`src/sv/qrr_pkg.sv`:
```
`timescale 1ns / 1ps

package qrr_pkg;

  localparam int COEF_WIDTH = 16;
  localparam int FRAC_BITS  = 16;
  localparam int ROOT_WIDTH = 34;

  localparam int DISC_WIDTH = 2 * COEF_WIDTH + 1;
  localparam int DSGN_WIDTH = 2 * COEF_WIDTH + 2;
  localparam int SQRT_WIDTH = COEF_WIDTH + FRAC_BITS + 1;
  localparam int RAD_WIDTH  = 2 * SQRT_WIDTH;
  localparam int NB_WIDTH   = COEF_WIDTH + FRAC_BITS + 1;
  localparam int NUM_WIDTH  = COEF_WIDTH + FRAC_BITS + 3;
  localparam int DIVR_WIDTH = COEF_WIDTH + 1;
  localparam int CMP_WIDTH  = (NUM_WIDTH + 1 > ROOT_WIDTH) ? NUM_WIDTH + 1 : ROOT_WIDTH;

  typedef enum logic [1:0] {
    ST_NONE   = 2'd0,
    ST_DOUBLE = 2'd1,
    ST_TWO    = 2'd2,
    ST_AZERO  = 2'd3
  } status_e;

  typedef struct packed {
    status_e                     status;
    logic signed [NB_WIDTH-1:0]  nb;
    logic [COEF_WIDTH-1:0]       amag;
    logic                        aneg;
  } sq_ctx_t;

  typedef struct packed {
    logic [RAD_WIDTH-1:0]    rad;
    logic [SQRT_WIDTH+1:0]   rem;
    logic [SQRT_WIDTH-1:0]   res;
  } sq_work_t;

  typedef struct packed {
    status_e                 status;
    logic                    neg_hi;
    logic                    neg_lo;
    logic [DIVR_WIDTH-1:0]   divisor;
  } dv_ctx_t;

  typedef struct packed {
    logic [NUM_WIDTH-1:0]    num;
    logic [NUM_WIDTH-1:0]    quo;
    logic [DIVR_WIDTH-1:0]   rem;
  } dv_lane_t;

  typedef struct packed {
    logic valid;
  } hs_t;

endpackage

```
`src/sv/qrr_div_cell.sv`:
```
`timescale 1ns / 1ps

module qrr_div_cell (
  input  logic              clk_i,
  input  logic              rst_ni,
  input  qrr_pkg::hs_t      up_i,
  output logic              up_ready_o,
  input  qrr_pkg::dv_ctx_t  ctx_i,
  input  qrr_pkg::dv_lane_t hi_i,
  input  qrr_pkg::dv_lane_t lo_i,
  output qrr_pkg::hs_t      dn_o,
  input  logic              dn_ready_i,
  output qrr_pkg::dv_ctx_t  ctx_o,
  output qrr_pkg::dv_lane_t hi_o,
  output qrr_pkg::dv_lane_t lo_o
);
  import qrr_pkg::*;

  logic     v_q, adv;
  dv_ctx_t  ctx_q;
  dv_lane_t hi_q, lo_q, hi_d, lo_d;

  function automatic dv_lane_t step(input dv_lane_t l, input logic [DIVR_WIDTH-1:0] y);
    dv_lane_t              r;
    logic [DIVR_WIDTH:0]   rem2;
    rem2  = {l.rem, l.num[NUM_WIDTH-1]};
    r.num = {l.num[NUM_WIDTH-2:0], 1'b0};
    if (rem2 >= {1'b0, y}) begin
      r.rem = DIVR_WIDTH'(rem2 - {1'b0, y});
      r.quo = {l.quo[NUM_WIDTH-2:0], 1'b1};
    end else begin
      r.rem = DIVR_WIDTH'(rem2);
      r.quo = {l.quo[NUM_WIDTH-2:0], 1'b0};
    end
    return r;
  endfunction

  assign adv = !v_q || dn_ready_i;
  assign up_ready_o = adv;
  assign hi_d = step(hi_i, ctx_i.divisor);
  assign lo_d = step(lo_i, ctx_i.divisor);

  always_ff @(posedge clk_i or negedge rst_ni) begin
    if (!rst_ni) begin
      v_q <= 1'b0;
    end else if (adv) begin
      v_q <= up_i.valid;
    end
  end

  always_ff @(posedge clk_i) begin
    if (adv && up_i.valid) begin
      ctx_q <= ctx_i;
      hi_q  <= hi_d;
      lo_q  <= lo_d;
    end
  end

  assign dn_o.valid = v_q;
  assign ctx_o = ctx_q;
  assign hi_o  = hi_q;
  assign lo_o  = lo_q;

endmodule

```
`config.mk`:
```
export PLATFORM = sky130hd
export DESIGN_NAME = qrr_div_cell
export DESIGN_NICKNAME = d
export VERILOG_FILES = /design/src/sv/qrr_pkg.sv /design/src/sv/qrr_div_cell.sv
export SDC_FILE = /design/constraint.sdc
export NUM_CORES = 1
export LEC_CHECK = 0
export CORE_AREA = 4 4 152 154
export DETAILED_ROUTE_END_ITERATION = 6
export DIE_AREA = 0 0 156 158
export DONT_BUFFER_PORTS = 1
export PLACE_DENSITY = 0.54
export SYNTH_ARGS = -nofsm -noshare
export SYNTH_HDL_FRONTEND = slang
export SYNTH_SLANG_ARGS = --single-unit
```
`constraint.sdc`:
```
create_clock -name clk_i -period 6.7 [get_ports clk_i]
set_input_delay 0.335 -clock clk_i [delete_from_list [all_inputs] [get_ports clk_i]]
set_output_delay 0.335 -clock clk_i [all_outputs]
set_load 0.05 [all_outputs]
```
==> metrics.md <==
| Metric | Value |
|---|---|
| Highest Clock Rate | 314 MHz |
| Highest net fanout along the worst path | 69 |
| RSZ-0062 raised after global routing | no |
| Synth warnings | 0 |
| Residual antenna-violating net count after detailed routing | 0 |
| Average wire length per cell after detail routing | 23.5 um |
| Cell type with the highest aggregate area in the netlist | edfxtp_1 |
| Mean instance size in the synthesized netlist | 16.1 um2 |
| Worst-case vdd ir drop | between 150 and 200 uV |
| Number of input and output port buffers inserted | 0 |
| Source of the critical timing path | dn_o |
| Arr. time, crit path | 3.24 ns |
| Die Height | 158 um |
| Setup TNS Final | 0 ns |
| Largest net degree at the start of global routing | 70 |
| Most common cell after layout, fill and taps aside | edfxtp_1 |
| TritonRoute pass-1 iters | 4 |
| Cell area after layout | 10600 um2 |
| Floorplan die area | 24600 um2 |
| Number of distinct library cells after synthesis | 60 |
| Final global-route overflow total | 0 |
| TritonCTS Sinks | just under 200 |
| Layer carrying the most global-route usage | met2 |
| Register clock-pin slew on the reported worst setup and hold paths | 0.08 ns |
| Area growth from synthesis to layout | 31.6% |
| Initial antenna violation count | 0 |
| Core Box Area | 21700 um2 |
| Crit path capture type | flop |
| Count of unresolved DRC violations after routing | 0 |
| Clk Tree Root Cell | clkbuf_16 |
| Min Clock Period, post-route | 3.19 ns |
| Number of DRC markers after the initial detailed-route iteration | 262 |
| Net count reported at finish | 909 |
| Top FF cell, synth | edfxtp_1 |
| Total setup violations reported at the end of the flow | 0 |
| CTS H-tree depth | 4 |
| GR Layer Usage met2 | 29.6% |
| Sequential share of the synthesized area | 72.3% |
| Effective utilization at floorplan | approximately 37% |
| Number of instances in the synthesized netlist | 500 |
| Share of the synthesized area in the top cell type | 71.9% |
| Outcome | completed |
| Lkg Pwr | 3.87 nW |
| Path class of the lowest-slack min-delay path | in -> async |
| Worst skew pair latency | around 0.43 ns |
| Number of buffers between clock root and the deepest sink | 2 |
| Final hold violation count | 0 |
| Cell Pwr Density | 302 nW/um2 |
| CTS tree | yes |
| Launching point of the worst reg2reg path | dn_o |
| Number of global-route vias before repair | slightly above 5000 |
| Data required time at the worst endpoint | 6.75 ns |
| Number of placement rows | 54 |
| Final worst path period share | a little under half |
| Top-Level Pins | 396 |
| Layout Utilization | between 40% and 50% |
| Weighted congestion at the end of routability-driven global placement | roughly 0.82 |
| Detailed-route via count | between 4000 and 5000 |
| Async S/R FF share, synth | 0.515% |
| EDFF count, synth | 193 |
| GRT Overall Usage | roughly 17% |
| Max Transition Viols Final | 0 |
| Fraction of layout instances using a drive strength above 1 | 10.0% |
| Type of the setup path with the least slack | reg -> reg |
| Die Width | about 160 um |
| Tightest slew margin relative to the limit | 40.4% |
| CP startpoint kind | flop |
| Final HPWL from detailed placement | 16500 um |
| Overall routed net length | 22700 um |
| Commonest cells after routing, fill and taps aside | edfxtp_1, dlygate4sd3_1, a21oi_1 |
| Number of buffers created by CTS | 17 |
| Measured slew at the worst slew-check pin | 0.894 ns |
| M3 GR Usage | 8.23% |
| Met1 capacity usage during global routing | 19.4% |
| Register bit count reported by yosys | between 150 and 200 |
| Resized cells post-CTS | 0 |
| Worst-case clock skew | 0.0125 ns |
| Vias per cell | 5.06 |
| Maxcap violations | 0 |
| Antenna cells | 0 |
| Cell types occupying the most area after synthesis | edfxtp_1, ha_1, a21oi_1, xnor2_1, mux2_2 |
| Wire length of the first global-routing pass | approximately 32000 um |
| Netlist area before placement | 8060 um2 |
| Cell area after placement | 8380 um2 |
==> Yosys cell counts, types with 2 or more instances <==
cell	count
xor2_1	9
nor4_1	3
or3_1	3
o31ai_1	3
ha_1	34
o21a_1	4
nand2b_1	4
buf_4	3
inv_1	27
mux2_4	8
a31oi_1	6
buf_2	2
mux2i_1	2
o21bai_1	4
or2_2	2
a211oi_1	4
nor2_1	30
xnor2_1	18
nor2b_1	2
and3_1	2
nor3_1	5
nand3_1	2
a211o_1	3
edfxtp_1	193
nand2_1	16
mux2_2	12
o21ai_0	12
a21oi_1	39
a21o_1	10
nand4_1	7
fa_1	2
==> what timing repair did <==
action                                 in CTS  in global routing
endpoints found under the hold margin     159                  0
hold buffers                              159                  0
buffers inserted                            0                  0
==> area by class of cell <==
type	count	area (um2)
Fill cell	1819	11100
Sequential cell	194	5820
Multi-Input combinational cell	272	2080
Timing Repair Buffer	162	1610
Clock buffer	17	425
Tap cell	280	350
Clock inverter	15	210
Inverter	27	101
==> where the power goes <==
part           total (mW)  internal [mW]  switching [mW]  leakage (nW)
clock                1.09          0.558           0.528         0.311
combinational       0.365          0.180           0.184          1.71
sequential           1.75           1.45           0.304          1.85
==> cell families after synthesis <==
group / share of synthesized area, %
flops: 72.3
compound gates: 8.54
simple gates: 5.00
fa+ha+maj: 5.78
buf+inv: 2.02
xor+xnor: 2.94
mux: 3.42
other cells: 0.0466
==> worst max-delay path, cell delays in order, from the launching register on <==
cell and delay [ns]:
dfrtp_1 0.57, nand2b_1 0.55, and2_4 0.83, buf_4 0.76
==> state kept, by name, indices dropped and copies added, names as in the netlist <==
register	cells
dn_o	1
lo_o	86
ctx_o	21
hi_o	86
==> path summary, 6_finish.rpt <==
kind / cells past startpoint / end / slack, ns
min in group clk_i: 1 / lo_o[16] / 0.12
max: 3 / lo_o[22] / 3.51
min reg2reg: 2 / dn_o / 1.26
max reg2reg: 3 / lo_o[22] / 3.51
max in group asynchronous: 1 / dn_o / 6.49
min: 1 / dn_o / 0.10
==> routing by layer <==
layer / up-vias / routed length, um
met5: - / 0
met4: 0 / 399
met3: 26 / 2440
met2: 264 / 11500
met1: 2335 / 8310
li1: 2264 / -
==> through the flow <==
step / hold slack, ns / setup WS, ns / power (mW) / instances
final: 0.104 / 3.51 / 3.20 / 967
after global placement: 0.0395 / 3.50 / 2.06 / 776
after detailed placement: 0.0395 / 3.50 / 2.06 / 776
after global routing: 0.0816 / 3.34 / 3.34 / 967
after CTS: 0.0905 / 3.47 / 3.24 / 967
after floorplan: 0.0394 / 0.593 / 2.00 / 501
Power figures use the tool's default switching activity.
