$ cat config.mk
export PLATFORM = sky130hd
export DESIGN_NAME = qrr_sqrt_cell
export DESIGN_NICKNAME = d
export VERILOG_FILES = /design/src/sv/qrr_pkg.sv /design/src/sv/qrr_sqrt_cell.sv
export SDC_FILE = /design/constraint.sdc
export NUM_CORES = 1
export LEC_CHECK = 0
export ABC_AREA = 1
export BUFFER_PORTS_ARGS = -buffer_cell sky130_fd_sc_hd__clkbuf_2
export CORE_MARGIN = 2
export CORE_UTILIZATION = 35
export DETAILED_ROUTE_END_ITERATION = 16
export GPL_TIMING_DRIVEN = 0
export PLACE_DENSITY = 0.69
export SYNTH_ARGS = -nofsm -noshare
export SYNTH_HDL_FRONTEND = slang
export SYNTH_SLANG_ARGS = --single-unit
$ cat constraint.sdc
create_clock -name clk_i -period 12.1 [get_ports clk_i]
set_input_delay 0.605 -clock clk_i [delete_from_list [all_inputs] [get_ports clk_i]]
set_output_delay 0.605 -clock clk_i [all_outputs]
set_load 0.01 [all_outputs]
$ cat src/sv/qrr_pkg.sv
`timescale 1ns / 1ps

package qrr_pkg;

  localparam int COEF_WIDTH = 16;
  localparam int FRAC_BITS  = 16;
  localparam int ROOT_WIDTH = 34;

  localparam int DISC_WIDTH = 2 * COEF_WIDTH + 1;
  localparam int DSGN_WIDTH = 2 * COEF_WIDTH + 2;
  localparam int SQRT_WIDTH = COEF_WIDTH + FRAC_BITS + 1;
  localparam int RAD_WIDTH  = 2 * SQRT_WIDTH;
  localparam int NB_WIDTH   = COEF_WIDTH + FRAC_BITS + 1;
  localparam int NUM_WIDTH  = COEF_WIDTH + FRAC_BITS + 3;
  localparam int DIVR_WIDTH = COEF_WIDTH + 1;
  localparam int CMP_WIDTH  = (NUM_WIDTH + 1 > ROOT_WIDTH) ? NUM_WIDTH + 1 : ROOT_WIDTH;

  typedef enum logic [1:0] {
    ST_NONE   = 2'd0,
    ST_DOUBLE = 2'd1,
    ST_TWO    = 2'd2,
    ST_AZERO  = 2'd3
  } status_e;

  typedef struct packed {
    status_e                     status;
    logic signed [NB_WIDTH-1:0]  nb;
    logic [COEF_WIDTH-1:0]       amag;
    logic                        aneg;
  } sq_ctx_t;

  typedef struct packed {
    logic [RAD_WIDTH-1:0]    rad;
    logic [SQRT_WIDTH+1:0]   rem;
    logic [SQRT_WIDTH-1:0]   res;
  } sq_work_t;

  typedef struct packed {
    status_e                 status;
    logic                    neg_hi;
    logic                    neg_lo;
    logic [DIVR_WIDTH-1:0]   divisor;
  } dv_ctx_t;

  typedef struct packed {
    logic [NUM_WIDTH-1:0]    num;
    logic [NUM_WIDTH-1:0]    quo;
    logic [DIVR_WIDTH-1:0]   rem;
  } dv_lane_t;

  typedef struct packed {
    logic valid;
  } hs_t;

endpackage

$ cat src/sv/qrr_sqrt_cell.sv
`timescale 1ns / 1ps

module qrr_sqrt_cell (
  input  logic              clk_i,
  input  logic              rst_ni,
  input  qrr_pkg::hs_t      up_i,
  output logic              up_ready_o,
  input  qrr_pkg::sq_ctx_t  ctx_i,
  input  qrr_pkg::sq_work_t work_i,
  output qrr_pkg::hs_t      dn_o,
  input  logic              dn_ready_i,
  output qrr_pkg::sq_ctx_t  ctx_o,
  output qrr_pkg::sq_work_t work_o
);
  import qrr_pkg::*;

  logic                  v_q;
  sq_ctx_t               ctx_q;
  sq_work_t              work_q, work_d;
  logic [SQRT_WIDTH+3:0] rem2, trial;
  logic                  adv;

  assign adv = !v_q || dn_ready_i;
  assign up_ready_o = adv;

  always_comb begin
    rem2  = {work_i.rem, work_i.rad[RAD_WIDTH-1 -: 2]};
    trial = {2'b00, work_i.res, 2'b01};
    work_d.rad = {work_i.rad[RAD_WIDTH-3:0], 2'b00};
    if (rem2 >= trial) begin
      work_d.rem = (SQRT_WIDTH + 2)'(rem2 - trial);
      work_d.res = {work_i.res[SQRT_WIDTH-2:0], 1'b1};
    end else begin
      work_d.rem = (SQRT_WIDTH + 2)'(rem2);
      work_d.res = {work_i.res[SQRT_WIDTH-2:0], 1'b0};
    end
  end

  always_ff @(posedge clk_i or negedge rst_ni) begin
    if (!rst_ni) begin
      v_q <= 1'b0;
    end else if (adv) begin
      v_q <= up_i.valid;
    end
  end

  always_ff @(posedge clk_i) begin
    if (adv && up_i.valid) begin
      ctx_q  <= ctx_i;
      work_q <= work_d;
    end
  end

  assign dn_o.valid = v_q;
  assign ctx_o  = ctx_q;
  assign work_o = work_q;

endmodule

==> flow_summary_export.csv <==
group,metric,value,unit
place,placed_area,11400,um^2
timing,rsz0062_at_grt,"false",
die,core_region_area,25200,um^2
grt,grtUsageTotal,19.1,%
clocking,clkTransAtPathRegs,80,ps
timing,hold_violations,0,
worst_setup_path,critPathArrivalTime,2680,ps
clocking,cts_tree,"yes",
place,post-dp-hpwl,21700,um
worst_setup_path,start_kind,"primary input",
cells_and_area,regArea,5550,um^2
cells_and_area,area_growth,33.8,%
synth,yosysUniqueCellTypes,36,
worst_setup_path,r2r_slack,9900,ps
worst_setup_path,worstPathRequired,12380,ps
clocking,clock-sinks,185,
die,start_util,35.6,%
clocking,h-tree-depth,4,
worst_setup_path,rr_startpoint,"dn_o",
cells_and_area,final_cell_mix,"clkbuf_2, nand2_1, edfxtp_1",
grt,use_met2,35.3,%
worst_hold_path,hold_depth,1,
clocking,worstSkewPairLatency,430,ps
drt,viasPerCell,4.56,
drt,drtIter0Drc,476,
clocking,ctsResizeCount,0,
synth,netlist_instances,860,
cells_and_area,drive_above_1_share,37.0,%
cells_and_area,multi_input_area,2840,um^2
worst_setup_path,crit_type,"in -> reg",
drt,drt-pass1-iter-count,5,
power,finalPower,1.61,mW
power,power.density,134,nW/um^2
power,ir_drop,0.0000861,V
drt,postRouteAntennaNets,0,
cells_and_area,layout.nets,1487,
die,die_w,164,um
worst_setup_path,r2r_cells,4,
clocking,root_buffer,"clkbuf_16",
timing,fmax,416,MHz
worst_setup_path,cp_common_cell,"nand2_1",
worst_hold_path,hold_path_startpoint,"work_i[84]",
clocking,clk_path_buf_depth,2,
timing,maxSlewHeadroom,43.4,%
cells_and_area,final_common_cell,"clkbuf_2",
clocking,cts_buffers,17,
timing,tightest_slew,847,ps
die,die_y,164,um
synth,synth-edff-count,184,
synth,synth_seq_cells,185,
die,ios,378,
worst_hold_path,hold_class,"in -> reg",
synth,yosysWarnings,0,
worst_setup_path,slowest_stage,"ha_1",
power,leakage,5.87,nW
timing,timing.final.crit_share,19.9,%
grt,grt_pass1_vias,7348,
synth,syn_area_per_cell,10.4,um^2
outcome,outcome,"finished, final reports clean",
timing,drv_slew,0,
place,port_buffers,375,
worst_setup_path,critPathMaxFanout,10,
drt,routedWlPerCell,16.4,um
synth,synth-seq-area-share,61.9,%
worst_setup_path,cp_cell_sequence,"clkbuf_2 > inv_1 > ha_1 > nand2_1 > nor2_2 > nand2_1 > nor2_2 > nand4_1 > nand2_1 > nor2_2 > buf_2 > nand3_1 > nand2_1",
worst_setup_path,slowest_delay,400,ps
cells_and_area,n_fill_cell,2361,
worst_setup_path,r2r-end,"work_o[26]",
drt,drcViolationCount,0,
grt,grtUsageMet1,20.5,%
die,dieArea,26900,um^2
cells_and_area,design_area,12000,um^2
grt,gr-max-usage-layer,"met2",
worst_hold_path,min_to,"work_o[86]",
synth,async_reset_ff_share,0.541,%
cells_and_area,antennaDiodeCount,0,
drt,vias,7320,
place,gp_congestion,0.919,
timing,skew,13.5,ps
grt,grt_max_degree,32,
job,drv_cap,0,
timing,setup_violations,0,
grt,grt_pass1_wl,39100,um
die,rows,58,
drt,wirelength,26200,um
grt,globalRouteOverflowTotal,0,
synth,ys.flop_type,"edfxtp_1",
grt,antenna_found_initial,0,
timing,fin_crit,2400,ps
synth,syn_area,8960,um^2
worst_setup_path,crit_path_end_kind,"flip-flop",
grt,grtUsageMet3,4.42,%
==> flip-flops by register name (all words and copies together) (netlist names) <==
| register | count |
|---|---|
| ctx_o | 52 |
| dn_o | 1 |
| work_o | 132 |
==> worst max-delay path by stage <==
| stage | startpoint | to | slack [ps] | cells past startpoint |
|---|---|---|---|---|
| 6_report | work_i[17] | work_o[51] | 9700 | 13 |
| 5_1_grt | work_i[22] | work_o[51] | 9540 | 12 |
| 4_1_cts | work_i[18] | work_o[51] | 9700 | 12 |
| 3_5_place_dp | work_i[18] | work_o[51] | 9230 | 12 |
| 3_3_place_gp | up_i | work_o[63] | -1520 | 3 |
| 2_1_floorplan | up_i | ctx_o[0] | 1830 | 2 |
==> cell usage after synthesis, drive strengths merged, types with 3 or more instances <==
| cell | instances | area, um^2 |
|---|---|---|
| a21oi | 28 | 144 |
| buf | 11 | 101 |
| edfxtp | 184 | 5530 |
| ha | 35 | 438 |
| inv | 130 | 488 |
| nand2 | 268 | 1060 |
| nand3 | 80 | 465 |
| nand3b | 8 | 60.1 |
| nand4 | 7 | 58.8 |
| nor2 | 65 | 282 |
| nor3 | 5 | 30.0 |
| nor4 | 3 | 18.8 |
| o21ai | 6 | 30.0 |
| o21bai | 6 | 45.0 |
| xor2 | 16 | 140 |
==> critical path, delay by kind of cell <==
family | cells | cell delay [ps]
and+or+nand+nor | 9 | 1190
buffers and inverters | 3 | 480
adders and majority gates | 1 | 400
==> power breakdown <==
part	switching, mW	internal, mW	leakage, nW
combinational	0.179	0.111	3.83
sequential	0.0108	0.758	1.76
clock	0.271	0.277	0.283
total	0.461	1.15	5.87
==> repair_timing <==
| item | CTS | global route |
|---|---|---|
| endpoints found under the setup margin | 0 | 0 |
| hold buffers | 1 | 0 |
| endpoints found under the hold margin | 1 | 0 |
| buffers inserted | 0 | 0 |
==> through the flow <==
stage | setup TNS (ps) | utilization (%) | std cells | setup slack, ps | hold WS [ps]
finish | 0 | 47.6 | 1604 | 9700 | 344
global route | 0 | 47.6 | 1604 | 9540 | 324
CTS | 0 | 47.6 | 1604 | 9700 | 322
detailed placement | 0 | 45.2 | 1572 | 9230 | 381
global placement | -274420 | 44.7 | 1566 | -1520 | 380
floorplan | 0 | - | 861 | 1830 | 309
==> cells by family after synthesis <==
family | Yosys count | synth area share (%)
and+or+nand+nor | 438 | 22.2
DFF | 185 | 61.9
buffers and inverters | 141 | 6.58
AOI/OAI and AO/OA | 43 | 2.69
adders and majority gates | 35 | 4.89
xor gates and xnor gates | 17 | 1.66
other | 1 | 0.0418
==> metal layers <==
layer	wire length, um	part of all wire [%]
met1	9850	38
met2	13600	52
met3	1780	6.8
met4	1030	3.9
met5	0	0
==> final cells by class <==
class / count / area share, %
Clock buffer: 17 / 3.55
Multi-Input combinational cell: 535 / 23.7
Sequential cell: 185 / 46.3
Tap cell: 330 / 3.44
Buffer: 11 / 0.845
Clock inverter: 14 / 1.35
Inverter: 130 / 4.07
Timing Repair Buffer: 382 / 16.8
No activity file was read; power rests on OpenSTA's default activity.
